### src/rtl/lsp_pkg.sv
package lsp_pkg;

	localparam int CNT_W = 4;

	typedef enum logic [1:0] {
		CMD_ACQUIRE = 2'd0,
		CMD_TOUCH   = 2'd1,
		CMD_RELEASE = 2'd2,
		CMD_FIND    = 2'd3
	} cmd_t;

	typedef enum logic [1:0] {
		ACQ_FREE     = 2'd0,
		ACQ_RECYCLED = 2'd1,
		ACQ_FAILED   = 2'd2,
		ACQ_NONE     = 2'd3
	} acq_status_t;

	typedef struct packed {
		cmd_t        cmd;
		logic [31:0] conn_id;
		logic [7:0]  slot_index;
		logic [31:0] now_stamp;
	} req_t;

	typedef struct packed {
		acq_status_t      acq_status;
		logic             ok;
		logic [2:0]       slot_out;
		logic             evicted_valid;
		logic [31:0]      displaced_id;
		logic [CNT_W-1:0] busy_count;
	} rsp_t;

endpackage

### src/rtl/lsp_ram.sv
module lsp_ram #(
	parameter int WIDTH = 32,
	parameter int DEPTH = 8
) (
	input  logic                                    clk,
	input  logic                                    we,
	input  logic [(DEPTH > 1 ? $clog2(DEPTH) : 1)-1:0] waddr,
	input  logic [WIDTH-1:0]                        wdata,
	input  logic                                    re,
	input  logic [(DEPTH > 1 ? $clog2(DEPTH) : 1)-1:0] raddr,
	output logic [WIDTH-1:0]                        rdata
);

	logic [WIDTH-1:0] mem_q [DEPTH];

	always_ff @(posedge clk) begin
		if (we) begin
			mem_q[waddr] <= wdata;
		end
		if (re) begin
			rdata <= mem_q[raddr];
		end
	end

endmodule

### src/rtl/lru_slot_pool.sv
// A command is taken by start while idle; the pool then scans the slot memories, one entry a
// cycle, over the effective slot count n (min(active_slots, SLOTS)), passes a final state and
// strobes done with the result. No new command is taken before the result is shown; the next
// start is taken in the cycle its predecessor's result is shown.
// Reset clears busy flags, control state and sets active_slots to 8; the id and stamp
// memories are not cleared, as an entry is only used while its busy flag is set. No stall.
module lru_slot_pool #(
	parameter int SLOTS = 8
) (
	input  logic                         clk,
	input  logic                         arst_n,
	input  logic                         start,
	output logic                         busy,
	input  lsp_pkg::req_t                req,
	output logic                         done,
	output lsp_pkg::rsp_t                rsp,
	input  logic                         cfg_we,
	input  logic [lsp_pkg::CNT_W-1:0]    cfg_wdata
);

	localparam int IW = (SLOTS > 1) ? $clog2(SLOTS) : 1;
	localparam int CW = lsp_pkg::CNT_W;
	localparam logic [CW-1:0] SLOTS_C = (SLOTS > 15) ? CW'(15) : CW'(SLOTS);

	typedef enum logic [2:0] {
		ST_IDLE = 3'b001,
		ST_SCAN = 3'b010,
		ST_FIN  = 3'b100
	} state_t;

	state_t           state_q;
	logic [CW-1:0]    active_q;
	logic [CW-1:0]    n_q;
	logic [CW-1:0]    iss_q;
	logic             vld_s1;
	logic [CW-1:0]    idx_s1;
	logic [SLOTS-1:0] busy_q;
	logic             done_q;
	lsp_pkg::rsp_t    rsp_q;

	lsp_pkg::req_t    req_q;
	logic [CW-1:0]    cnt_q;
	logic             free_hit_q;
	logic [CW-1:0]    free_idx_q;
	logic [CW-1:0]    lru_idx_q;
	logic [31:0]      lru_stamp_q;
	logic [31:0]      lru_conn_q;
	logic             find_hit_q;
	logic [CW-1:0]    find_idx_q;

	logic [CW-1:0]    eff_n;
	logic             accept;
	logic             rd_en;
	logic [31:0]      conn_rd;
	logic [31:0]      stamp_rd;
	logic             ent_busy;

	logic             conn_we;
	logic             stamp_we;
	logic [CW-1:0]    wr_slot;
	logic             set_busy;
	logic             clr_busy;
	lsp_pkg::rsp_t    rsp_d;
	logic             idx_ok;

	assign eff_n  = (active_q < SLOTS_C) ? active_q : SLOTS_C;
	assign accept = start && (state_q == ST_IDLE);
	assign busy   = (state_q != ST_IDLE);
	assign done   = done_q;
	assign rsp    = rsp_q;

	assign rd_en    = (state_q == ST_SCAN) && (iss_q < n_q);
	assign ent_busy = busy_q[IW'(idx_s1)];
	assign idx_ok   = (req_q.slot_index < 8'(n_q)) && busy_q[IW'(req_q.slot_index)];

	// Reads happen only in the scan and writes only in the final state, so the same entry
	// never sees a read and a write together.
	lsp_ram #(.WIDTH(32), .DEPTH(SLOTS)) u_conn_ram (
		.clk   (clk),
		.we    (conn_we),
		.waddr (IW'(wr_slot)),
		.wdata (req_q.conn_id),
		.re    (rd_en),
		.raddr (IW'(iss_q)),
		.rdata (conn_rd)
	);

	lsp_ram #(.WIDTH(32), .DEPTH(SLOTS)) u_stamp_ram (
		.clk   (clk),
		.we    (stamp_we),
		.waddr (IW'(wr_slot)),
		.wdata (req_q.now_stamp),
		.re    (rd_en),
		.raddr (IW'(iss_q)),
		.rdata (stamp_rd)
	);

	always_comb begin
		conn_we  = 1'b0;
		stamp_we = 1'b0;
		set_busy = 1'b0;
		clr_busy = 1'b0;
		wr_slot  = free_idx_q;
		rsp_d    = '0;
		rsp_d.acq_status = lsp_pkg::ACQ_NONE;
		rsp_d.busy_count = cnt_q;
		if (state_q == ST_FIN) begin
			case (req_q.cmd)
				lsp_pkg::CMD_ACQUIRE: begin
					if (n_q == '0) begin
						rsp_d.acq_status = lsp_pkg::ACQ_FAILED;
					end else begin
						conn_we  = 1'b1;
						stamp_we = 1'b1;
						set_busy = 1'b1;
						if (free_hit_q) begin
							wr_slot             = free_idx_q;
							rsp_d.acq_status    = lsp_pkg::ACQ_FREE;
							rsp_d.busy_count    = cnt_q + CW'(1);
						end else begin
							wr_slot             = lru_idx_q;
							rsp_d.acq_status    = lsp_pkg::ACQ_RECYCLED;
							rsp_d.evicted_valid = 1'b1;
							rsp_d.displaced_id  = lru_conn_q;
						end
						rsp_d.slot_out = wr_slot[2:0];
					end
				end
				lsp_pkg::CMD_TOUCH: begin
					wr_slot  = CW'(req_q.slot_index);
					stamp_we = idx_ok;
					rsp_d.ok = idx_ok;
				end
				lsp_pkg::CMD_RELEASE: begin
					wr_slot  = CW'(req_q.slot_index);
					clr_busy = idx_ok;
					rsp_d.ok = idx_ok;
					if (idx_ok) begin
						rsp_d.busy_count = cnt_q - CW'(1);
					end
				end
				lsp_pkg::CMD_FIND: begin
					rsp_d.ok = find_hit_q;
					if (find_hit_q) begin
						rsp_d.slot_out = find_idx_q[2:0];
					end
				end
				default: begin
					rsp_d.acq_status = lsp_pkg::ACQ_NONE;
				end
			endcase
		end
	end

	always_ff @(posedge clk or negedge arst_n) begin
		if (!arst_n) begin
			state_q  <= ST_IDLE;
			active_q <= CW'(8);
			n_q      <= '0;
			iss_q    <= '0;
			vld_s1   <= 1'b0;
			busy_q   <= '0;
			done_q   <= 1'b0;
		end else begin
			done_q <= (state_q == ST_FIN);
			if (cfg_we) begin
				active_q <= cfg_wdata;
			end
			case (state_q)
				ST_IDLE: begin
					if (accept) begin
						n_q     <= eff_n;
						iss_q   <= '0;
						vld_s1  <= 1'b0;
						state_q <= ST_SCAN;
					end
				end
				ST_SCAN: begin
					vld_s1 <= rd_en;
					if (rd_en) begin
						iss_q <= iss_q + CW'(1);
					end
					if (!rd_en && !vld_s1) begin
						state_q <= ST_FIN;
					end
				end
				ST_FIN: begin
					if (set_busy) begin
						busy_q[IW'(wr_slot)] <= 1'b1;
					end
					if (clr_busy) begin
						busy_q[IW'(wr_slot)] <= 1'b0;
					end
					state_q <= ST_IDLE;
				end
				default: begin
					state_q <= ST_IDLE;
				end
			endcase
		end
	end

	always_ff @(posedge clk) begin
		idx_s1 <= iss_q;
		if (state_q == ST_FIN) begin
			rsp_q <= rsp_d;
		end
		if (accept) begin
			req_q      <= req;
			cnt_q      <= '0;
			free_hit_q <= 1'b0;
			free_idx_q <= '0;
			find_hit_q <= 1'b0;
			find_idx_q <= '0;
			lru_idx_q  <= '0;
		end else if (state_q == ST_SCAN && vld_s1) begin
			if (ent_busy) begin
				cnt_q <= cnt_q + CW'(1);
			end
			if (!ent_busy && !free_hit_q) begin
				free_hit_q <= 1'b1;
				free_idx_q <= idx_s1;
			end
			if (ent_busy && !find_hit_q && conn_rd == req_q.conn_id) begin
				find_hit_q <= 1'b1;
				find_idx_q <= idx_s1;
			end
			// lowest index wins ties: replace only on a strictly smaller stamp
			if (idx_s1 == '0 || stamp_rd < lru_stamp_q) begin
				lru_idx_q   <= idx_s1;
				lru_stamp_q <= stamp_rd;
				lru_conn_q  <= conn_rd;
			end
		end
	end

`ifndef SYNTH
	a_done_after_fin: assert property (@(posedge clk) disable iff (!arst_n)
		done |-> $past(state_q == ST_FIN))
		else $error("result strobe without a final state");

	a_count_in_range: assert property (@(posedge clk) disable iff (!arst_n)
		done |-> (rsp.busy_count <= n_q))
		else $error("busy count above effective slot count");

	a_no_rw_overlap: assert property (@(posedge clk) disable iff (!arst_n)
		(conn_we || stamp_we) |-> !rd_en)
		else $error("slot memory read and written together");

	a_accept_busy: assert property (@(posedge clk) disable iff (!arst_n)
		(start && !busy) |=> (busy && !done))
		else $error("accepted command did not raise busy");
`endif

endmodule

### config.mk
export PLATFORM = sky130hd
export DESIGN_NAME = lru_slot_pool
export DESIGN_NICKNAME = d
export VERILOG_FILES = /design/src/rtl/lsp_pkg.sv /design/src/rtl/lsp_ram.sv /design/src/rtl/lru_slot_pool.sv
export SDC_FILE = /design/constraint.sdc
export NUM_CORES = 1
export LEC_CHECK = 0
export BUFFER_PORTS_ARGS = -buffer_cell sky130_fd_sc_hd__buf_2
export CAP_MARGIN = 20
export CORE_UTILIZATION = 44
export CTS_CLUSTER_DIAMETER = 100
export DETAILED_ROUTE_END_ITERATION = 6
export GPL_TIMING_DRIVEN = 0
export PLACE_DENSITY_LB_ADDON = 0.12
export SYNTH_ARGS = -nofsm -noshare
export SYNTH_HDL_FRONTEND = slang
export SYNTH_HIERARCHICAL = 1
export SYNTH_SLANG_ARGS = --single-unit
### constraint.sdc
create_clock -name clk -period 7.6 [get_ports clk]
set_clock_uncertainty 0.05 [all_clocks]
set_input_delay 0.76 -clock clk [delete_from_list [all_inputs] [get_ports clk]]
set_output_delay 0.76 -clock clk [all_outputs]
set_load 0.02 [all_outputs]
==> summary.txt, run 1 <==
Synth
  • Yosys Warn Count: 6
  • Synth Area in Compound Gates: 1.93%
  • Cell variety after synth: 65
  • Post-synthesis cell count: 1462
  • Syn Nets: 1589
  • #FFs+latches synth: 801
  • Mapped Avg Cell Area: 21.1 um^2
  • Sequential fraction of the synthesis area: 76.9%
  • Mux cell area share after synthesis: 13.5%
  • Synthesized area: 30900 um^2
  • Synth Area in Simple Gates: 3.31%
  • Synth Flop Type: edfxtp_1
  • Post-synth EDFFs: 757
  • Synth top area cells: edfxtp_1, mux4_1, mux4_2
  • Most common cell in the netlist: edfxtp_1
  • Post-synth ARST share: 3.12%
  • Yosys top cell by area: edfxtp_1
  • Post-Synth Adder-Cell Area: 1.82%
  • Synth Area in XOR/XNOR: 1.02%
  • Post-synth top area share: 73.6%
  • Top post-synthesis cells by count: edfxtp_1, mux4_1, mux2_2
  • Main combinational cell family by area after synthesis: multiplexers

Clock tree
  • Post-CTS Setup Bufs: 0
  • Clock Sinks: 801
  • Hold buffers post-CTS: 0
  • CTS root buffer: clkbuf_16
  • CTS tree: done
  • Clk slew on worst S/H paths: 60 ps
  • CTS buffer count: 86
  • CTS Buffer Depth: 3
  • Clock insertion delay at the later pin of the skew report: 640 ps
  • Htree depth: 3
  • CTS-repair resized insts: 0

Die
  • Initial cell density of the core: 44.7%
  • # rows: 96
  • Die width: 267 um
  • Die height: 267 um
  • # IOs: 127
  • Core Region: 69100 um^2
  • Die area: 71200 um^2

Finish
  • Fin area: 36100 um^2
  • Multi-input logic area: 6790 um^2
  • Area delta synth->final: 17.0%
  • Fin nets: 1839
  • Layout cells sized above 1: 26.3%
  • Filler Cells Inserted: 5488
  • Seq. cell area: 23700 um^2

Routing
  • Total wire length: 63.8 mm
  • Wirelength per Cell: 23.5 um
  • Vias: 14400
  • Via/cell ratio: 5.30
  • Pre-Repair DR Iteration Count: 5
  • Post-DRT Antenna Nets: 0
  • Initial drt markers: 954
  • DRC errors left: 0

Critical path
  • CP max FO: 9
  • Critical Path Start Type: flop
  • FF-to-FF Start: req_q[72]$_DFFE_PP_
  • Crit-path cells: inv_1, ha_1, inv_1, nor3_2, a22o_1, a22oi_4, inv_2, nand2_1, nor3_2, buf_4, buf_6
  • CP top delay family: simple AND/OR/NAND/NOR gates
  • Arrival time at the worst endpoint: 4610 ps
  • Slowest cell on crit path: nor3_2
  • CP Class: reg -> reg
  • Register-to-register setup slack: 3260 ps
  • Worst reg2reg path depth: 11
  • Buf+Inv Stages, Crit Path: 5
  • Crit end category: flop
  • Crit path largest cell delay: 820 ps
  • Worst reg2reg endpoint: u_conn_ram/mem_q[4][9]$_DFFE_PP_
  • Worst path required time: 7870 ps
  • Critical Path Start: req_q[72]$_DFFE_PP_

Power
  • Clk pwr share: 37.3%
  • Total power: 10.9 mW
  • Int Pwr: 8.22 mW
  • Pwr dens: 301 nW/um^2
  • Worst vdd rail ir drop: 175 uV
  • Switching Fraction: 24.3%
  • Flop pwr share: 50.9%
  • Switching power: 2.64 mW
  • Pleak: 12.0 nW
  • Combinational share of power: 11.8%

STA
  • Max Freq: 231 MHz
  • Tmin final: 4340 ps
  • Final setup vio count: 0
  • Fin. max-slew vios: 0
  • Crit share post-route: 57.0%
  • Worst Slack Setup Final: 3260 ps
  • Actual slew at the worst max-slew pin: 1060 ps
  • Final Hold Viols: 0
  • Setup TNS: 0 ps
  • Unrepaired setup endpoints after global routing: false
  • Hold Slack: 96.1 ps
  • Max_slew headroom: 28.8%

GRT
  • Largest net degree at the start of global routing: 43
  • Number of global-route vias before repair: 14800
  • GRT Total Usage: 18.4%
  • GR Overflow Total: 0
  • Initial antenna violation count: 1
  • First-pass GRT wire length: 94.9 mm

Placement
  • Setup WS pre-CTS: 3160 ps
  • Area post-placement: 33400 um^2
  • Dpl hpwl: 40.0 mm
  • PortBufs: 126
  • Placer Congestion: 0.760

Run
  • Max Cap Viol: 0

Hold path
  • HP Class: in -> async

Outcome
  • Status: finished, final reports clean
[registers in the layout, summed over array words and instances (netlist names), 4 cells and up]
name               cells
idx_s1                 4
cnt_q                  4
u_conn_ram/mem_q     256
lru_stamp_q           32
req_q                 74
active_q               4
n_q                    4
busy_q                 8
u_conn_ram/rdata      32
rsp                   43
iss_q                  4
u_stamp_ram/rdata     32
lru_conn_q            32
u_stamp_ram/mem_q    256
[worst max-delay path by stage]
stage	to	cells past startpoint
6_report	u_conn_ram/mem_q[4][9]$_DFFE_PP_	11
5_1_grt	u_conn_ram/mem_q[4][9]$_DFFE_PP_	11
4_1_cts	u_conn_ram/mem_q[4][9]$_DFFE_PP_	11
3_5_place_dp	u_conn_ram/mem_q[4][6]$_DFFE_PP_	11
3_3_place_gp	u_stamp_ram/mem_q[4][27]$_DFFE_PP_	9
2_1_floorplan	u_conn_ram/mem_q[4][0]$_DFFE_PP_	9
[cell families after synthesis]
logic type,Yosys count
multiplexers,212
XOR/XNOR,36
flip-flops,801
buffers and inverters,91
AO/OA/AOI/OAI,91
AND/OR/NAND/NOR,186
adder cells (fa/ha/maj),45
[stage by stage]
stage | util, % | cells
4_1_cts | 52.3 | 2710
3_3_place_gp | 47.3 | 2519
2_1_floorplan | - | 1462
5_1_grt | 52.3 | 2710
3_5_place_dp | 48.3 | 2555
6_report | 52.3 | 2711
[layout make-up]
| type | instances | area share, % |
|---|---|---|
| Sequential cell | 801 | 65.7 |
| Multi-Input combinational cell | 570 | 18.8 |
| Clock buffer | 108 | 6.30 |
| Timing Repair Buffer | 162 | 3.38 |
| Tap cell | 931 | 3.23 |
| Clock inverter | 47 | 1.26 |
| Buffer | 44 | 0.800 |
| Inverter | 47 | 0.502 |
| Antenna cell | 1 | 0.00693 |
[power groups by stage]
stage	Clock, mW	Combinational (mW)	Sequential [mW]
after floorplan	0	0.868	5.54
after global placement	0	1.25	5.64
after detailed placement	0	1.31	5.63
after CTS	4.15	1.32	5.54
after global routing	4.31	1.38	5.57
final	4.05	1.28	5.53
[per-layer routing]
| metal | vias to the layer above | routed length, um | GRT usage, % | share of wire [%] |
|---|---|---|---|---|
| li1 | 6488 | - | - | - |
| met1 | 7526 | 28400 | 24.9 | 44 |
| met2 | 282 | 31900 | 30.7 | 50 |
| met3 | 85 | 2370 | 3.04 | 3.7 |
| met4 | 0 | 1190 | 5.06 | 1.9 |
| met5 | - | 0 | 0 | 0 |
[cells in the final DEF, fill, tap and decap left out, types with 7 or more instances in the layout]
master     synthesis  final
nand2b_1          10     10
buf_1              8      7
nand4_1           10     10
mux2_2            69     69
nand2_1           44     44
mux4_2            50     50
nor3_1            11      7
nor2_4             1     13
inv_1             43     42
clkinv_2           0     11
and2_1            32     32
mux2i_1           10     10
a21oi_1           28     28
dfrtp_1           23     23
buf_12             0     15
edfxtp_1         757    757
o21ai_0           16     16
dfxtp_1           19     19
clkbuf_16          0     88
ha_1              45     45
nand3_1           14     14
clkinv_1           1     23
nor2_1            37     25
xnor2_1           33     33
buf_6             14     29
a31oi_1           12     12
buf_2             14    141
clkbuf_1           8     28
bufinv_16          0      7
mux4_1            82     82
Note: power is estimated with default switching activity, not from simulation.
==> inputs of run 2 (changes only) <==
Clock period 7.6 ns to 4.4 ns, I/O delays scaled along.
==> summary.txt, run 2 (synthesized netlist as in run 1, its figures left out) <==
Routing
  • Wirelength per Cell: 22.9 um
  • Total wire length: 63.5 mm
  • Initial drt markers: 804
  • Pre-Repair DR Iteration Count: 5
  • Vias: 14600
  • Via/cell ratio: 5.27
  • DRC errors left: 0
  • Post-DRT Antenna Nets: 0

Power
  • Int Pwr: 14.0 mW
  • Flop pwr share: 51.7%
  • Combinational share of power: 12.1%
  • Pleak: 12.2 nW
  • Switching power: 4.43 mW
  • Pwr dens: 503 nW/um^2
  • Clk pwr share: 36.1%
  • Worst vdd rail ir drop: 322 uV
  • Switching Fraction: 24.0%

Outcome
  • Status: finished, final reports clean

Placement
  • Setup WS pre-CTS: 164 ps
  • Dpl hpwl: 39.7 mm
  • PortBufs: 126
  • Placer Congestion: 0.752
  • Area post-placement: 33400 um^2

Die
  • Initial cell density of the core: 44.7%
  • Die area: 71200 um^2
  • # IOs: 127
  • Core Region: 69100 um^2
  • Die width: 267 um
  • Die height: 267 um
  • # rows: 96

Finish
  • Number of diodes: 0
  • Post-route core utilization: 53.1%
  • Most common cell after layout, fill and taps aside: edfxtp_1
  • Layout cells sized above 1: 24.7%
  • Leading registers by flop count: u_conn_ram/mem_q (256), u_stamp_ram/mem_q (256), req_q (74)
  • Filler Cells Inserted: 5425
  • Fin nets: 1904
  • Area delta synth->final: 18.8%
  • Fin area: 36700 um^2
  • Commonest cells after routing, fill and taps aside: edfxtp_1, buf_2, clkbuf_16

Clock tree
  • Post-CTS Setup Bufs: 0
  • Clk slew on worst S/H paths: 60 ps
  • Clock insertion delay at the later pin of the skew report: 620 ps
  • CTS tree: done
  • CTS buffer count: 84
  • Htree depth: 3
  • CTS-repair resized insts: 0
  • CTS root buffer: clkbuf_16
  • CTS Buffer Depth: 3
  • Hold buffers post-CTS: 78
  • Clock Sinks: 801

Critical path
  • CP max FO: 14
  • CP Class: reg -> reg
  • Crit end category: flop
  • Crit-path cells: inv_1, ha_1, inv_1, nor3_2, a22o_1, a22oi_4, inv_2, nand2_1, nor3_4, buf_16, buf_16
  • Arrival time at the worst endpoint: 4410 ps
  • Slowest cell on crit path: nor3_4
  • Crit path largest cell delay: 730 ps
  • Critical Path Start Type: flop
  • Critical Path Start: req_q[73]$_DFFE_PP_
  • Worst path required time: 4670 ps
  • FF-to-FF Start: req_q[73]$_DFFE_PP_

STA
  • Max Freq: 241 MHz
  • Hold Slack: 57.0 ps
  • Final Hold Viols: 0
  • Final setup vio count: 0
  • Actual slew at the worst max-slew pin: 1010 ps
  • Max_slew headroom: 31.7%
  • Fin. max-slew vios: 0
  • Tmin final: 4150 ps
  • Crit share post-route: 94.2%
  • Unrepaired setup endpoints after global routing: false
  • Worst Slack Setup Final: 253 ps

Hold path
  • HP Class: in -> reg
  • Hold path start: req[51]

GRT
  • Largest net degree at the start of global routing: 46
  • GRT Total Usage: 18.4%
  • Initial antenna violation count: 0
  • Number of global-route vias before repair: 15200
  • GR Overflow Total: 0
  • First-pass GRT wire length: 95.2 mm

Run
  • Max Cap Viol: 0
run 2: cell count changes in the layout (fill, tap and decap cells not counted), sizes merged:
| cell | change |
|---|---|
| dlygate4sd3 | +78 |
| buf | -11 |
| clkinv | -7 |
| clkbuf | -2 |
| clkinvlp | +2 |
| bufinv | -1 |
| diode | -1 |
| inv | -1 |
run 2: layout make-up:
class	instances	area [um^2]	share of cell area [%]
repair buffers	229	1950	5.32
multi-input cells	570	6810	18.6
well taps	931	1160	3.17
clock inverters	40	353	0.961
clock buffers	106	2210	6.01
flip-flops and latches	801	23700	64.7
plain buffers	44	289	0.788
inverters	47	181	0.494
run 2: worst paths after layout:
check,slack (ps),cells after the start,end
min in group asynchronous,310,2,active_q[0]$_DFFE_PN0P_
setup / recovery,250,11,u_conn_ram/mem_q[4][5]$_DFFE_PP_
hold reg to reg,380,0,idx_s1[3]$_DFF_P_
setup reg to reg,250,11,u_conn_ram/mem_q[4][5]$_DFFE_PP_
hold / removal,60,1,req_q[51]$_DFFE_PP_
max in group asynchronous,3560,2,busy_q[7]$_DFFE_PN0N_
run 2: worst max-delay path, delay by kind of cell (launching register included):
family / cells / cell delay [ps]
adders and majority gates: 1 / 340
and+or+nand+nor: 3 / 1650
DFF: 1 / 490
buffers and inverters: 5 / 870
AOI/OAI and AO/OA: 2 / 410
run 2: per-layer routing:
layer | GRT usage (%) | part of all wire (%) | up-vias
met5 | 0 | 0 | -
met4 | 5.13 | 2.1 | 0
met3 | 3.16 | 4.1 | 94
met2 | 31.0 | 51 | 318
met1 | 24.5 | 43 | 7549
li1 | - | - | 6614
run 2: power by group through the flow:
stage | clock network [mW] | registers [mW] | logic, mW
floorplan | 0 | 9.57 | 1.50
global placement | 0 | 9.73 | 2.14
detailed placement | 0 | 9.72 | 2.24
CTS | 6.86 | 9.56 | 2.30
global route | 7.13 | 9.62 | 2.44
finish | 6.66 | 9.55 | 2.24
run 2: per-stage QoR:
stage	total power [mW]	TNS [ps]	instances
6_report	18.5	0	2768
5_1_grt	19.2	0	2768
4_1_cts	18.7	0	2768
3_5_place_dp	12.0	0	2544
3_3_place_gp	11.9	-905570	2519
2_1_floorplan	11.1	0	1462
